[config.mk]
export PLATFORM = sky130hd
export DESIGN_NAME = apsrf_sqrt
export DESIGN_NICKNAME = d
export VERILOG_FILES = /design/src/rtl/apsrf_pkg.sv /design/src/rtl/apsrf_sqrt.sv
export SDC_FILE = /design/constraint.sdc
export NUM_CORES = 1
export LEC_CHECK = 0
export BUFFER_PORTS_ARGS = -buffer_cell sky130_fd_sc_hd__buf_4
export CAP_MARGIN = 25
export CORE_MARGIN = 2
export CORE_UTILIZATION = 65
export CTS_BUF_LIST = sky130_fd_sc_hd__clkbuf_4 sky130_fd_sc_hd__clkbuf_8
export CTS_CLUSTER_DIAMETER = 150
export DETAILED_ROUTE_END_ITERATION = 8
export PLACE_DENSITY_LB_ADDON = 0.15
export SLEW_MARGIN = 20
export SYNTH_ARGS = -nofsm -noshare
export SYNTH_HDL_FRONTEND = slang
export SYNTH_SLANG_ARGS = --single-unit
[constraint.sdc]
create_clock -name clock -period 5.4 [get_ports clock]
set_input_delay 0.81 -clock clock [delete_from_list [all_inputs] [get_ports clock]]
set_output_delay 0.81 -clock clock [all_outputs]
set_load 0.02 [all_outputs]
[src/rtl/apsrf_pkg.sv]
package apsrf_pkg;

   localparam int unsigned REQ_DATA_W = 88;
   localparam int unsigned RSP_DATA_W = 136;
   localparam int unsigned CSR_IDX_W  = 3;
   localparam int unsigned CSR_DATA_W = 40;

   // request kinds
   localparam logic [1:0] REQ_COORD   = 2'd0;
   localparam logic [1:0] REQ_ADJ     = 2'd1;
   localparam logic [1:0] REQ_COMPUTE = 2'd2;

   // register indexes
   localparam logic [CSR_IDX_W-1:0] CSR_SPRING_GAIN    = 3'd0;
   localparam logic [CSR_IDX_W-1:0] CSR_REPULSION_GAIN = 3'd1;
   localparam logic [CSR_IDX_W-1:0] CSR_LAYOUT_AREA    = 3'd2;
   localparam logic [CSR_IDX_W-1:0] CSR_CENTROID_X     = 3'd3;
   localparam logic [CSR_IDX_W-1:0] CSR_CENTROID_Y     = 3'd4;

   // divider: partial remainder preset, low dividend bits shifted in MSB first
   typedef struct packed {
      logic        start;
      logic [63:0] rem_init;
      logic [55:0] low_bits;
      logic [5:0]  steps;
      logic [63:0] divisor;
   } div_req_type;

   typedef struct packed {
      logic        done;
      logic [63:0] quot;
   } div_rsp_type;

   typedef struct packed {
      logic        start;
      logic [63:0] radicand;
   } sqrt_req_type;

   typedef struct packed {
      logic        done;
      logic [31:0] root;
   } sqrt_rsp_type;

endpackage

[src/rtl/apsrf_sqrt.sv]
module apsrf_sqrt (
   input  logic                   clock,
   input  logic                   reset,
   input  apsrf_pkg::sqrt_req_type req,
   output apsrf_pkg::sqrt_rsp_type rsp
);
   import apsrf_pkg::*;

   logic [63:0] val_ff;
   logic [34:0] rem_ff;
   logic [31:0] root_ff;
   logic [5:0]  cnt_ff;
   logic        busy_ff;
   logic        done_ff;

   logic [34:0] rem_sh;
   logic [34:0] trial;
   logic        ge;

   // two radicand bits per step, one root bit out
   always_comb begin
      rem_sh = {rem_ff[32:0], val_ff[63:62]};
      trial  = {1'b0, root_ff, 2'b01};
      ge     = rem_sh >= trial;
   end

   always_ff @(posedge clock) begin
      if (reset) begin
         busy_ff <= 1'b0;
         done_ff <= 1'b0;
      end else begin
         done_ff <= 1'b0;
         if (req.start) begin
            busy_ff <= 1'b1;
            cnt_ff  <= 6'd32;
         end else if (busy_ff) begin
            cnt_ff <= cnt_ff - 6'd1;
            if (cnt_ff == 6'd1) begin
               busy_ff <= 1'b0;
               done_ff <= 1'b1;
            end
         end
      end
   end

   always_ff @(posedge clock) begin
      if (req.start) begin
         val_ff  <= req.radicand;
         rem_ff  <= '0;
         root_ff <= '0;
      end else if (busy_ff) begin
         val_ff  <= {val_ff[61:0], 2'b00};
         rem_ff  <= ge ? rem_sh - trial : rem_sh;
         root_ff <= {root_ff[30:0], ge};
      end
   end

   assign rsp.done = done_ff;
   assign rsp.root = root_ff;

endmodule

# == Word level (Yosys, flattened, before mapping) ==
# Index checks and enable logic that the tools add are counted.
# Widths: inputs -> output; s select.
# classes
n_mux,8
reduce_logical,3
bitwise_logic,2
order_cmp,1
n_addsub,2
eq_ne,1
# op_table
cell,count
$mux 64,2
$ge 35x34->1,1
$mux 33,1
$sub 33x33->33,1
$eq 6x1->1 const B,1
$mux 6,1
$sub 6x1->6 const B,1
$mux 1,4
$reduce_or 3->1,1
$not 1->1,2
$reduce_and 2->1,1
$reduce_bool 2->1,1
# word_totals
in_bits,67
regBits,137
elab_cells,23
output_inout_bits,33

# == Longest topological paths before layout ==
# depth
word_depth,4
ltp_mapped,14
ltp_nobuf,10

# == Worst setup path after synthesis ==
# No wires, ideal clock.
# synth_path
path_kind,register to register
start,reg root_ff[8]
end,reg rem_ff[10]
path_buffers,4
arrival_ns,2.943
setup_ns,0.086
setup_slack_ns,2.371
t_required_ns,5.314
stages_incl_launch_ff,15
path_cell_list,dfxtp_1 > inv_1 > ha_1 > buf_6 > a21o_1 > a31o_1 > a221oi_2 > o211ai_2 > a41o_1 > buf_6 > a31o_1 > buf_6 > buf_12 > mux2i_1 > a211oi_1
# synth_via
elab_chain_len,2
elab_cells_between_ends,3
# synth_rtl
item,line_no,text
start: declaration,apsrf_sqrt.sv:11,logic [31:0] root_ff;
start signal: assignment,apsrf_sqrt.sv:54,"root_ff <= {root_ff[30:0], ge};"
$sub 33x33->33 or $ge 35x34->1 (tied branches),"apsrf_sqrt.sv:53, apsrf_sqrt.sv:24",
$mux 33 (*),apsrf_sqrt.sv:53,rem_ff <= ge ? rem_sh - trial : rem_sh;
end signal: assignment,apsrf_sqrt.sv:53,
end: declaration,apsrf_sqrt.sv:10,logic [34:0] rem_ff;
# Every way passes the cells marked *; elsewhere a longest branch is shown, timed or not.
# A chain may end at the register's enable or synchronous reset.

# == Worst setup path after layout ==
# layout_path
start,reg root_ff[11]
end,reg rem_ff[27]
# The elaborated chain is that of the path after synthesis.

==> flow_metrics.py <==
metrics = {
    "run_status": {
        "status": "finished clean",
    },
    "timing": {
        "clock_skew_ns": 0.0152,
        "fmax_mhz": 281,
        "drv_slew": 0,
        "grt_setup_unrepaired": "false",
        "finalCritPeriodShare_pct": 65.8,
        "hold_viol": 0,
        "slew_headroom_pct": 39.9,
        "setup_violations": 0,
        "fin_crit_ns": 3.56,
        "setup-tns-final_ns": 0,
        "tightest_slew_ns": 0.899,
    },
    "grt": {
        "grt.busiest_layer": "met2",
        "gr-total-overflow": 0,
        "grtUsageMet3_pct": 8.33,
        "use_met1_pct": 32.2,
        "grt_pass1_vias": 5872,
        "grt_usage_pct": 27.3,
        "antenna_found_initial": 0,
        "use_met2_pct": 47.4,
        "grt_max_degree": 67,
        "grt_pass1_wl_microns": 27400,
    },
    "synth": {
        "synth.area.top_cells": "edfxtp_1, dfxtp_1, mux2_2, ha_1, mux2i_1",
        "synth.net_count": 830,
        "synth_ff_type": "edfxtp_1",
        "synth-warning-count": 0,
        "yosys.cell_count.top_type": "nor2_1",
        "syn_area_per_cell_sq_um": 10.4,
        "netlist_instances": 727,
        "ys_types": 55,
        "yosysTopAreaCellShare_pct": 27.9,
        "synth-seq-cells": 137,
        "synth_edf_count": 70,
        "yosysSeqAreaShare_pct": 45.6,
        "synth_area_leader_cell": "edfxtp_1",
        "synth_area_sq_mm": 0.00754,
        "postSynth.asyncResetShare_pct": 0,
        "yosys-top-cells-count": "nor2_1, edfxtp_1, dfxtp_1",
    },
    "power_and_ir_drop": {
        "power.leakage_nw": 3.61,
        "p_switching_mw": 1.59,
        "combPwrFrac_pct": 46.7,
        "power_frac_seq_pct": 32.8,
        "p_clk_share_pct": 20.5,
        "p_int_mw": 2.37,
        "swShare_pct": 40.1,
        "peakVddDrop_mv": 0.350,
        "powerDensity_mw_per_mm2": 456,
    },
    "clock_network": {
        "clkLatencyLatePin_ns": 0.46,
        "cts_root_buffer": "clkbuf_8",
        "cts_hold_buf": 0,
        "numCtsBuffers": 17,
        "cts_tree": "done",
        "cts_resized": 0,
        "postCtsSetupBuffers": 0,
        "cts_buffer_depth": 2,
        "cts.clk_slew.worst_paths_ns": 0.08,
        "h-tree-depth": 4,
        "clock_sink_count": 137,
    },
    "drt": {
        "drt.antenna.violating_nets": 0,
        "wl_per_cell_microns": 17.3,
        "route.detailed.drc": 0,
        "vias": 5720,
        "drt_iter0_drc": 341,
        "vias_per_cell": 5.93,
        "wl_microns": 16700,
        "drt_pre_antenna_iters": 5,
    },
    "layout": {
        "fin_nets": 911,
        "finalNonFillerCells": 964,
        "fill_cells": 767,
        "syn2layout_area_growth_pct": 15.2,
        "drive_gt1_share_pct": 25.5,
        "n_antenna_cell": 0,
    },
    "setup_path": {
        "worst_r2r_endpoint": "rem_ff[27]$_SDFFE_PP0P_",
        "cp.arrival_ns": 3.92,
        "worstPathRequired_ns": 5.77,
        "startpoint": "root_ff[11]$_SDFFE_PP0P_",
        "slowest_stage": "a31oi_4",
        "max_stage_delay_ns": 0.75,
        "ff2ff_setup_slack_ns": 1.84,
        "cp_max_fo": 28,
        "crit_buf_inv": 1,
        "cp_top_family": "compound AO/OA/AOI/OAI gates",
        "cp_num_cells": 10,
        "crit_path_end_kind": "register",
        "start_kind": "register",
        "worst-r2r-cell-count": 10,
        "crit_chain": "inv_1 -> ha_1 -> a21oi_1 -> nand2_1 -> a221oi_2 -> o211ai_2 -> a41o_1 -> a31oi_4 -> a22oi_1 -> a211oi_1",
        "timing_worst_setup_path_type": "reg2reg",
        "r2r_start": "root_ff[11]$_SDFFE_PP0P_",
        "crit_end": "rem_ff[27]$_SDFFE_PP0P_",
    },
    "die": {
        "ios": 100,
        "coreArea_sq_mm": 0.0114,
        "die_h_microns": 112,
        "row_count": 39,
        "start_util_pct": 66.4,
        "die_x_microns": 112,
        "dieArea_sq_mm": 0.0125,
    },
    "place": {
        "finalWeightedCongestion": 0.937,
        "dpl.hpwl_microns": 11900,
        "placed_cells": 932,
        "io_buffers": 99,
    },
    "worst_hold_path": {
        "hp-class": "reg2reg",
    },
    "flow_run": {
        "maxCapViolations": 0,
    },
}
==> routing by layer <==
| metal | vias up | wire (microns) |
|---|---|---|
| met4 | 0 | 329 |
| met2 | 174 | 8310 |
| met1 | 2711 | 7040 |
| met5 | - | 0 |
| met3 | 27 | 1030 |
| li1 | 2808 | - |
==> worst min-delay path: stages, from the launching register on <==
cell and delay (ns):
dfxtp_1 0.33, a32oi_1 0.05, o31ai_1 0.06
==> stage by stage <==
step	setup WS (ns)	total power, mW	instance area [sq um]	util, %	hold WS, ns
2_1_floorplan	2.37	2.80	7540	-	0.436
5_1_grt	1.60	4.19	8690	76.4	0.499
4_1_cts	1.90	3.94	8690	76.4	0.476
3_5_place_dp	1.92	3.12	8320	73.1	0.458
6_report	1.84	3.96	8690	76.4	0.472
3_3_place_gp	2.04	3.08	8300	73.0	0.461
==> flip-flops by register name, summed over array words and instances (netlist names) <==
register,flops
val_ff,64
done_ff,1
root_ff,32
rem_ff,33
cnt_ff,6
busy_ff,1
==> cells in the final DEF, fill, tap and decap left out, drive strengths merged, types with 19 or more instances in the layout <==
| cell type | netlist | routed |
|---|---|---|
| o21ai | 19 | 19 |
| dfxtp | 67 | 67 |
| nor2 | 77 | 77 |
| mux2i | 44 | 44 |
| edfxtp | 70 | 70 |
| mux2 | 62 | 62 |
| buf | 14 | 106 |
| a21o | 20 | 20 |
| ha | 36 | 36 |
| nand2 | 32 | 32 |
| a21oi | 25 | 25 |
| nand3 | 30 | 30 |
| inv | 45 | 53 |
==> final cells by class <==
class,instances,area (sq um),area share [%]
timing repair buffer,106,803,9.24
clock inverter,14,134,1.54
sequential,137,3440,39.6
tap,143,179,2.06
inverter,45,169,1.94
multi-input combinational,501,3720,42.8
clock buffer,18,241,2.78
==> power groups by stage <==
stage                     clock [mW]  sequential [mW]  combinational (mW)
after CTS                      0.823             1.30                1.82
after floorplan                    0             1.30                1.51
after global placement             0             1.31                1.77
after global routing           0.863             1.31                2.02
final                          0.810             1.30                1.85
after detailed placement           0             1.32                1.80
==> kinds of logic (layout without fill, tap and decap cells) <==
logic type	after synthesis	after routing	share of synthesized area [%]
compound gates	141	141	13.3
mux	106	106	15.1
buf+inv	89	183	5.09
xor+xnor	31	31	3.60
flops	137	137	45.6
fa+ha+maj	36	36	5.97
simple gates	187	187	11.3
==> how the worst min path moves through the flow <==
stage                             from                      end  slack [ns]  cells after the start
4_1_cts        rem_ff[31]$_SDFFE_PP0P_  rem_ff[31]$_SDFFE_PP0P_        0.48                      2
3_5_place_dp   rem_ff[31]$_SDFFE_PP0P_  rem_ff[31]$_SDFFE_PP0P_        0.46                      2
5_1_grt                          reset       done_ff$_SDFF_PP0_        0.50                      2
2_1_floorplan  rem_ff[31]$_SDFFE_PP0P_  rem_ff[31]$_SDFFE_PP0P_        0.44                      2
3_3_place_gp   rem_ff[31]$_SDFFE_PP0P_  rem_ff[31]$_SDFFE_PP0P_        0.46                      2
6_report       rem_ff[31]$_SDFFE_PP0P_  rem_ff[31]$_SDFFE_PP0P_        0.47                      2
(Power assumes the default switching activity.)
