## src/rtl/apsrf_pkg.sv

```systemverilog
package apsrf_pkg;

   localparam int unsigned REQ_DATA_W = 88;
   localparam int unsigned RSP_DATA_W = 136;
   localparam int unsigned CSR_IDX_W  = 3;
   localparam int unsigned CSR_DATA_W = 40;

   // request kinds
   localparam logic [1:0] REQ_COORD   = 2'd0;
   localparam logic [1:0] REQ_ADJ     = 2'd1;
   localparam logic [1:0] REQ_COMPUTE = 2'd2;

   // register indexes
   localparam logic [CSR_IDX_W-1:0] CSR_SPRING_GAIN    = 3'd0;
   localparam logic [CSR_IDX_W-1:0] CSR_REPULSION_GAIN = 3'd1;
   localparam logic [CSR_IDX_W-1:0] CSR_LAYOUT_AREA    = 3'd2;
   localparam logic [CSR_IDX_W-1:0] CSR_CENTROID_X     = 3'd3;
   localparam logic [CSR_IDX_W-1:0] CSR_CENTROID_Y     = 3'd4;

   // divider: partial remainder preset, low dividend bits shifted in MSB first
   typedef struct packed {
      logic        start;
      logic [63:0] rem_init;
      logic [55:0] low_bits;
      logic [5:0]  steps;
      logic [63:0] divisor;
   } div_req_type;

   typedef struct packed {
      logic        done;
      logic [63:0] quot;
   } div_rsp_type;

   typedef struct packed {
      logic        start;
      logic [63:0] radicand;
   } sqrt_req_type;

   typedef struct packed {
      logic        done;
      logic [31:0] root;
   } sqrt_rsp_type;

endpackage

```

## src/rtl/apsrf_div.sv

```systemverilog
module apsrf_div (
   input  logic                  clock,
   input  logic                  reset,
   input  apsrf_pkg::div_req_type req,
   output apsrf_pkg::div_rsp_type rsp
);
   import apsrf_pkg::*;

   logic [64:0] rem_ff;
   logic [55:0] low_ff;
   logic [63:0] quot_ff;
   logic [63:0] div_ff;
   logic [5:0]  cnt_ff;
   logic        busy_ff;
   logic        done_ff;

   logic [64:0] rem_sh;
   logic        ge;

   always_comb begin
      rem_sh = {rem_ff[63:0], low_ff[55]};
      ge     = rem_sh >= {1'b0, div_ff};
   end

   always_ff @(posedge clock) begin
      if (reset) begin
         busy_ff <= 1'b0;
         done_ff <= 1'b0;
      end else begin
         done_ff <= 1'b0;
         if (req.start) begin
            busy_ff <= 1'b1;
            cnt_ff  <= req.steps;
         end else if (busy_ff) begin
            cnt_ff <= cnt_ff - 6'd1;
            if (cnt_ff == 6'd1) begin
               busy_ff <= 1'b0;
               done_ff <= 1'b1;
            end
         end
      end
   end

   always_ff @(posedge clock) begin
      if (req.start) begin
         rem_ff  <= {1'b0, req.rem_init};
         low_ff  <= req.low_bits;
         quot_ff <= '0;
         div_ff  <= req.divisor;
      end else if (busy_ff) begin
         rem_ff  <= ge ? rem_sh - {1'b0, div_ff} : rem_sh;
         low_ff  <= {low_ff[54:0], 1'b0};
         quot_ff <= {quot_ff[62:0], ge};
      end
   end

   assign rsp.done = done_ff;
   assign rsp.quot = quot_ff;

endmodule

```

## config.mk

```make
export PLATFORM = sky130hd
export DESIGN_NAME = apsrf_div
export DESIGN_NICKNAME = d
export VERILOG_FILES = /design/src/rtl/apsrf_pkg.sv /design/src/rtl/apsrf_div.sv
export SDC_FILE = /design/constraint.sdc
export NUM_CORES = 1
export LEC_CHECK = 0
export ABC_CLOCK_PERIOD_IN_PS = 4900
export BUFFER_PORTS_ARGS = -buffer_cell sky130_fd_sc_hd__clkbuf_2
export CAP_MARGIN = 40
export CORE_MARGIN = 2
export CORE_UTILIZATION = 30
export CTS_BUF_LIST = sky130_fd_sc_hd__clkbuf_2
export CTS_CLUSTER_SIZE = 28
export DETAILED_ROUTE_END_ITERATION = 6
export GPL_TIMING_DRIVEN = 0
export PLACE_DENSITY = 0.46
export SKIP_CTS_REPAIR_TIMING = 1
export SYNTH_ARGS = -nofsm -noshare
export SYNTH_HDL_FRONTEND = slang
export SYNTH_SLANG_ARGS = --single-unit
```

## constraint.sdc

```tcl
create_clock -name clock -period 4.9 [get_ports clock]
set_input_delay 0.245 -clock clock [delete_from_list [all_inputs] [get_ports clock]]
set_output_delay 0.245 -clock clock [all_outputs]
set_load 0.01 [all_outputs]
```

## After elaboration in Yosys (flattened, before gate mapping)

Cells that the tools add are included.

| word-level totals | value |
|---|---|
| bits in registers | 256 |
| input bits | 193 |
| output and inout port bits | 65 |
| logic and storage cells | 27 |

| cells by class | value |
|---|---|
| multiplexer cells | 11 |
| order comparisons | 1 |
| eq/ne operators | 1 |
| reduce and logical (&&, ||, !) cells | 3 |
| bitwise logic cells | 2 |
| $add $sub $neg | 2 |

Operators with widths:

| operator | number |
|---|---|
| $mux 64 | 3 |
| $mux 56 | 2 |
| $ge 65x64->1 | 1 |
| $sub 64x64->64 | 1 |
| $mux 6 | 2 |
| $eq 6x1->1 const B | 1 |
| $sub 6x1->6 const B | 1 |
| $mux 1 | 4 |
| $reduce_or 3->1 | 1 |
| $not 1->1 | 2 |
| $reduce_and 2->1 | 1 |
| $reduce_bool 2->1 | 1 |

## Depth between registers and ports, before layout

| depth | value |
|---|---|
| depth after elaboration | 4 |
| gate-level depth with buffers | 16 |
| gate-level depth less buffers | 14 |

## Worst setup path after synthesis

Ideal clock, no wire load.

| timing | value |
|---|---|
| kind | register to register |
| from | register busy_ff |
| to | register low_ff[0] (enable) |
| clock period less this slack | 3.697 ns |
| setup slack | 1.203 ns |
| required time | 4.427 ns |
| buffers on the path | 2 |
| setup time | 0.473 ns |
| data arrival time | 3.224 ns |
| cell stages (with the launch flop) | 5 |
| cell sequence | dfxtp_1 clkbuf_1 clkbuf_1 nor2_1 inv_1 |

| between the ends | value |
|---|---|
| longest elaborated chain between the ends | 1 |

RTL lines:

| element | line | text |
|---|---|---|
| start, declared | apsrf_div.sv:14 | `logic busy_ff;` |
| start signal, assigned | apsrf_div.sv:27 | `busy_ff <= 1'b0;` |
| start signal, assigned | apsrf_div.sv:32 | `busy_ff <= 1'b1;` |
| start signal, assigned | apsrf_div.sv:37 | `busy_ff <= 1'b0;` |
| $reduce_bool 2->1 (no source line) | n/a |  |
| end signal, assigned | apsrf_div.sv:47 | `low_ff <= req.low_bits;` |
| end signal, assigned | apsrf_div.sv:52 | `low_ff <= {low_ff[54:0], 1'b0};` |
| end, declared | apsrf_div.sv:10 | `logic [55:0] low_ff;` |

No other way between the ends.
A chain may end at the register's enable or synchronous reset.

## Final worst setup path

| timing | value |
|---|---|
| from | register low_ff[55] |
| to | register rem_ff[56], data pin |

| between the ends | value |
|---|---|
| longest elaborated chain between the ends | 4 |
| elaborated cells on any way between the ends | 5 |
| classes of those cells | 1 x add/sub; 1 x order compare; 3 x mux |

RTL lines:

| element | line | text |
|---|---|---|
| $sub 64x64->64 or $ge 65x64->1 (tied branches) | apsrf_div.sv:51, apsrf_div.sv:22 |  |
| $mux 64 (*) | apsrf_div.sv:51 | `rem_ff <= ge ? rem_sh - {1'b0, div_ff} : rem_sh;` |
| $mux 64 (*) | apsrf_div.sv:50 | `end else if (busy_ff) begin` |
| $mux 64 (*) | apsrf_div.sv:45 | `if (req.start) begin` |
| end signal, assigned | apsrf_div.sv:46 | `rem_ff <= {1'b0, req.rem_init};` |
| end signal, assigned | apsrf_div.sv:51 |  |
| end, declared | apsrf_div.sv:9 | `logic [64:0] rem_ff;` |

Mark *: on every way between the ends. The rest lies on a longest branch, timed or not. The select of a mux whose other input is x is not followed.

==> results.txt <==
internal power -> 4.769 mW
Startpoint Class -> flop
CP required -> 5690 ps
first-pass GRT wire length -> 69.17 mm
Final nets -> 2268
initial DRC count -> 623
min Tclk post-route -> 4488 ps
switching share of total power -> 38.41%
Post-synth EDFFs -> 190
crit path DAT -> 5270 ps
Cell Pwr Density -> 380.6 nW/µm²
Ports -> 258
Die ar. -> 49810 µm²
Avg Inst Size Synth -> 10.58 µm²
post-synthesis sequential area ratio -> 48.75%
LEAKAGE -> 8.650 nW
initial antenna violation count -> 4
clk_skew -> 84.29 ps
share of cells above drive strength 1 -> 22.71%
final wirelength -> 47.87 mm
largest net degree at the start of global routing -> 65
Clock transition at path regs -> 110 ps
CTS tree -> yes
P_sw -> 2.973 mW
final worst-path cycle share -> 91.59%
most used cell, CP -> inv_1
# rows -> 80
Least-Margin Pin Slew -> 865.5 ps
max capacitance violation total -> 0
WS Path Type -> flop to flop
RSZ-0062 raised after global routing -> false
worst rel slew slack -> 42.30%
Die Y -> 223.2 µm
Initial Util -> 30.31%
syn_nets -> 1622
Avg Vias per Cell -> 4.834
# port buffers -> 257
Max Freq -> 0.2228 GHz
status -> complete, no violations
flop and latch count out of synthesis -> 256
routed vias -> 12940
Max VDD drop -> 0.1372 mV
placed insts -> 2238
setup violators final -> 0
Max H-tree Level -> 3
Setup crit start -> low_ff[55]
CP peak stage delay -> 520 ps
die width -> 223.2 µm
Final Non-Filler Cells -> 2676
crit end category -> flop
hold path endpoint -> low_ff[0]
Crit-path slowest cell -> a31oi_1
root cell of the clock tree -> clkbuf_2
Clock power frac -> 22.5%
clk_lat worst skew -> 1020 ps
Hold Crit Start -> req[70]
average wire per standard cell -> 17.89 µm
sequential share of power -> 36.5%
Placer Congestion -> 0.8851
Synth Cell Area -> 14410 µm²
worst r2r src -> low_ff[55]
worst-path cell chain -> inv_1, ha_1, inv_1, fa_1, a21o_1, a311oi_1, o31a_1, o2111ai_1, a31oi_1, o21ai_0, a211oi_1, xnor2_1, mux2_4, mux2_2
global route overflow -> 0
CTS Buf Count -> 75
FF-to-FF End -> rem_ff[56]
CTS sink cnt -> 256
Largest delay share family, worst path -> compound AO/OA/AOI/OAI gates
post-route ant nets -> 0
GRT Util Overall -> 18.20%
DPL Wire Length -> 33.85 mm
maximum fanout along the worst path -> 4
post-synth cell types -> 69
Final Max Slew Viols -> 0
Hold WC Path Type -> input pin to flop
worst-case clock buffer depth -> 3
Logic pwr share -> 40.9%
R2R setup slack -> 410 ps
DRC errors left -> 0
Hold Crit Depth -> 3
Post-synth top flop -> edfxtp_1
Detailed Routing Iterations Pass 1 -> 5
vias in the first global route -> 12070
asr flop ratio synth -> 0%
CP bufs+invs -> 2
cell count of the worst reg-to-reg path -> 14
Hold Vio Cnt, Final -> 0
Core ar. -> 47550 µm²
Fin Setup TNS -> 0 ps
Area Growth Syn to Fin -> 41.15%
cell count after synthesis -> 1362
warnings from Yosys -> 0
==> registers in the layout, indices dropped and copies added (netlist names) <==
register and flops:
low_ff 56, rem_ff 64, done_ff 1, div_ff 64, busy_ff 1, quot_ff 64, cnt_ff 6
==> cells by family after synthesis <==
family / Yosys count / synth area share, %
xor+xnor: 65 / 3.950
flops: 256 / 48.75
buf+inv: 179 / 5.061
simple gates: 365 / 12.37
compound gates: 297 / 14.19
fa+ha+maj: 67 / 5.869
mux: 133 / 9.810
==> cell usage after synthesis, types with 7 or more instances <==
library cell  instances  share of area [%]
nand3b_1             44                2.3
ha_1                 66                5.7
a21oi_1              68                2.4
nand3_1              12               0.42
o21a_1                9               0.47
a21o_1               40                2.1
o21bai_1             16               0.83
mux2i_1              73                5.1
edfxtp_1            190                 40
dfxtp_1              66                9.2
clkbuf_1             60                1.6
nor2b_1              12               0.52
xor2_1               30                1.8
nor2_1              102                2.7
a31oi_1              15               0.65
o311ai_0             30                1.8
nand4_1              27                1.2
o211ai_1              9               0.47
nor3_1               14               0.49
xnor2_1              35                2.1
nand2_1             116                3.0
buf_1                10               0.26
mux2_2               58                4.5
o21ai_0              46                1.6
and3_1                8               0.35
or3_1                 7               0.30
buf_2                13               0.45
inv_1                90                2.3
==> layout by cell type, fill, tap and decap left out, drive strengths merged, types with 8 or more instances in the layout <==
| cell type | count |
|---|---|
| a211oi | 8 |
| nand3 | 12 |
| clkbuf | 428 |
| o211ai | 9 |
| o21bai | 16 |
| mux2 | 60 |
| a21o | 40 |
| buf | 34 |
| dfxtp | 66 |
| o21ai | 47 |
| a21oi | 69 |
| nand3b | 44 |
| xor2 | 30 |
| nor2 | 102 |
| a31oi | 15 |
| dlygate4sd3 | 307 |
| o311ai | 36 |
| mux2i | 73 |
| nand2 | 116 |
| nor3 | 15 |
| nand4 | 27 |
| clkinv | 10 |
| xnor2 | 35 |
| nor2b | 12 |
| ha | 66 |
| inv | 90 |
| edfxtp | 190 |
| and3 | 8 |
| o21a | 9 |
==> area by class of cell <==
type	instances	area [µm²]
fillers	4673	27200
diodes	5	12.51
repair buffers	569	4451
multi-input cells	927	6656
clock inverters	14	137.6
clock buffers	111	555.5
well taps	615	769.5
plain buffers	89	391.6
flip-flops and latches	256	7027
inverters	90	342.8
==> power by group through the flow <==
stage / Sequential, mW / Combinational [mW] / Clock (mW)
floorplan: 2.83 / 2.14 / 0
detailed placement: 2.87 / 2.95 / 0
CTS: 2.83 / 2.97 / 1.83
global placement: 2.88 / 2.93 / 0
finish: 2.83 / 3.17 / 1.75
global route: 2.86 / 3.50 / 1.94
==> worst register-to-register path, stage by stage (launching register included) <==
cell and delay [ps]:
edfxtp_1 390, inv_1 80, ha_1 170, inv_1 50
fa_1 410, a21o_1 230, a311oi_1 380, o31a_1 270
o2111ai_1 310, a31oi_1 520, o21ai_0 410, a211oi_1 370
xnor2_1 120, mux2_4 280, mux2_2 260
==> through the flow <==
step / setup slack (ps) / cell area (µm²) / total power, mW / utilization (%) / hold WS (ps)
5_1_grt: 221.8 / 20340 / 8.303 / 42.78 / -38.73
6_report: 411.9 / 20340 / 7.742 / 42.79 / 83.34
3_5_place_dp: 400.8 / 16550 / 5.824 / 34.82 / 423.6
2_1_floorplan: 1203 / 14410 / 4.970 / - / 317.8
4_1_cts: 376.5 / 17250 / 7.635 / 36.27 / -771.7
3_3_place_gp: -2530 / 16470 / 5.812 / 34.64 / 424.1
==> how the worst max path moves through the flow <==
stage	cells after the start	end	slack, ps
after global routing	14	rem_ff[56]	220
after detailed placement	14	rem_ff[56]	400
final	14	rem_ff[56]	410
after floorplan	4	low_ff[0]	1200
after CTS	14	rem_ff[56]	380
after global placement	5	rem_ff[31]	-2530
==> metal layers <==
metal / share of wire, % / vias to the layer above / global-route usage (%)
li1: - / 6330 / -
met1: 45 / 6145 / 22.59
met2: 46 / 368 / 28.74
met3: 6.1 / 90 / 6.453
met4: 3.2 / 2 / 7.491
met5: 0.027 / - / 0
No activity file was read; power rests on OpenSTA's default activity.
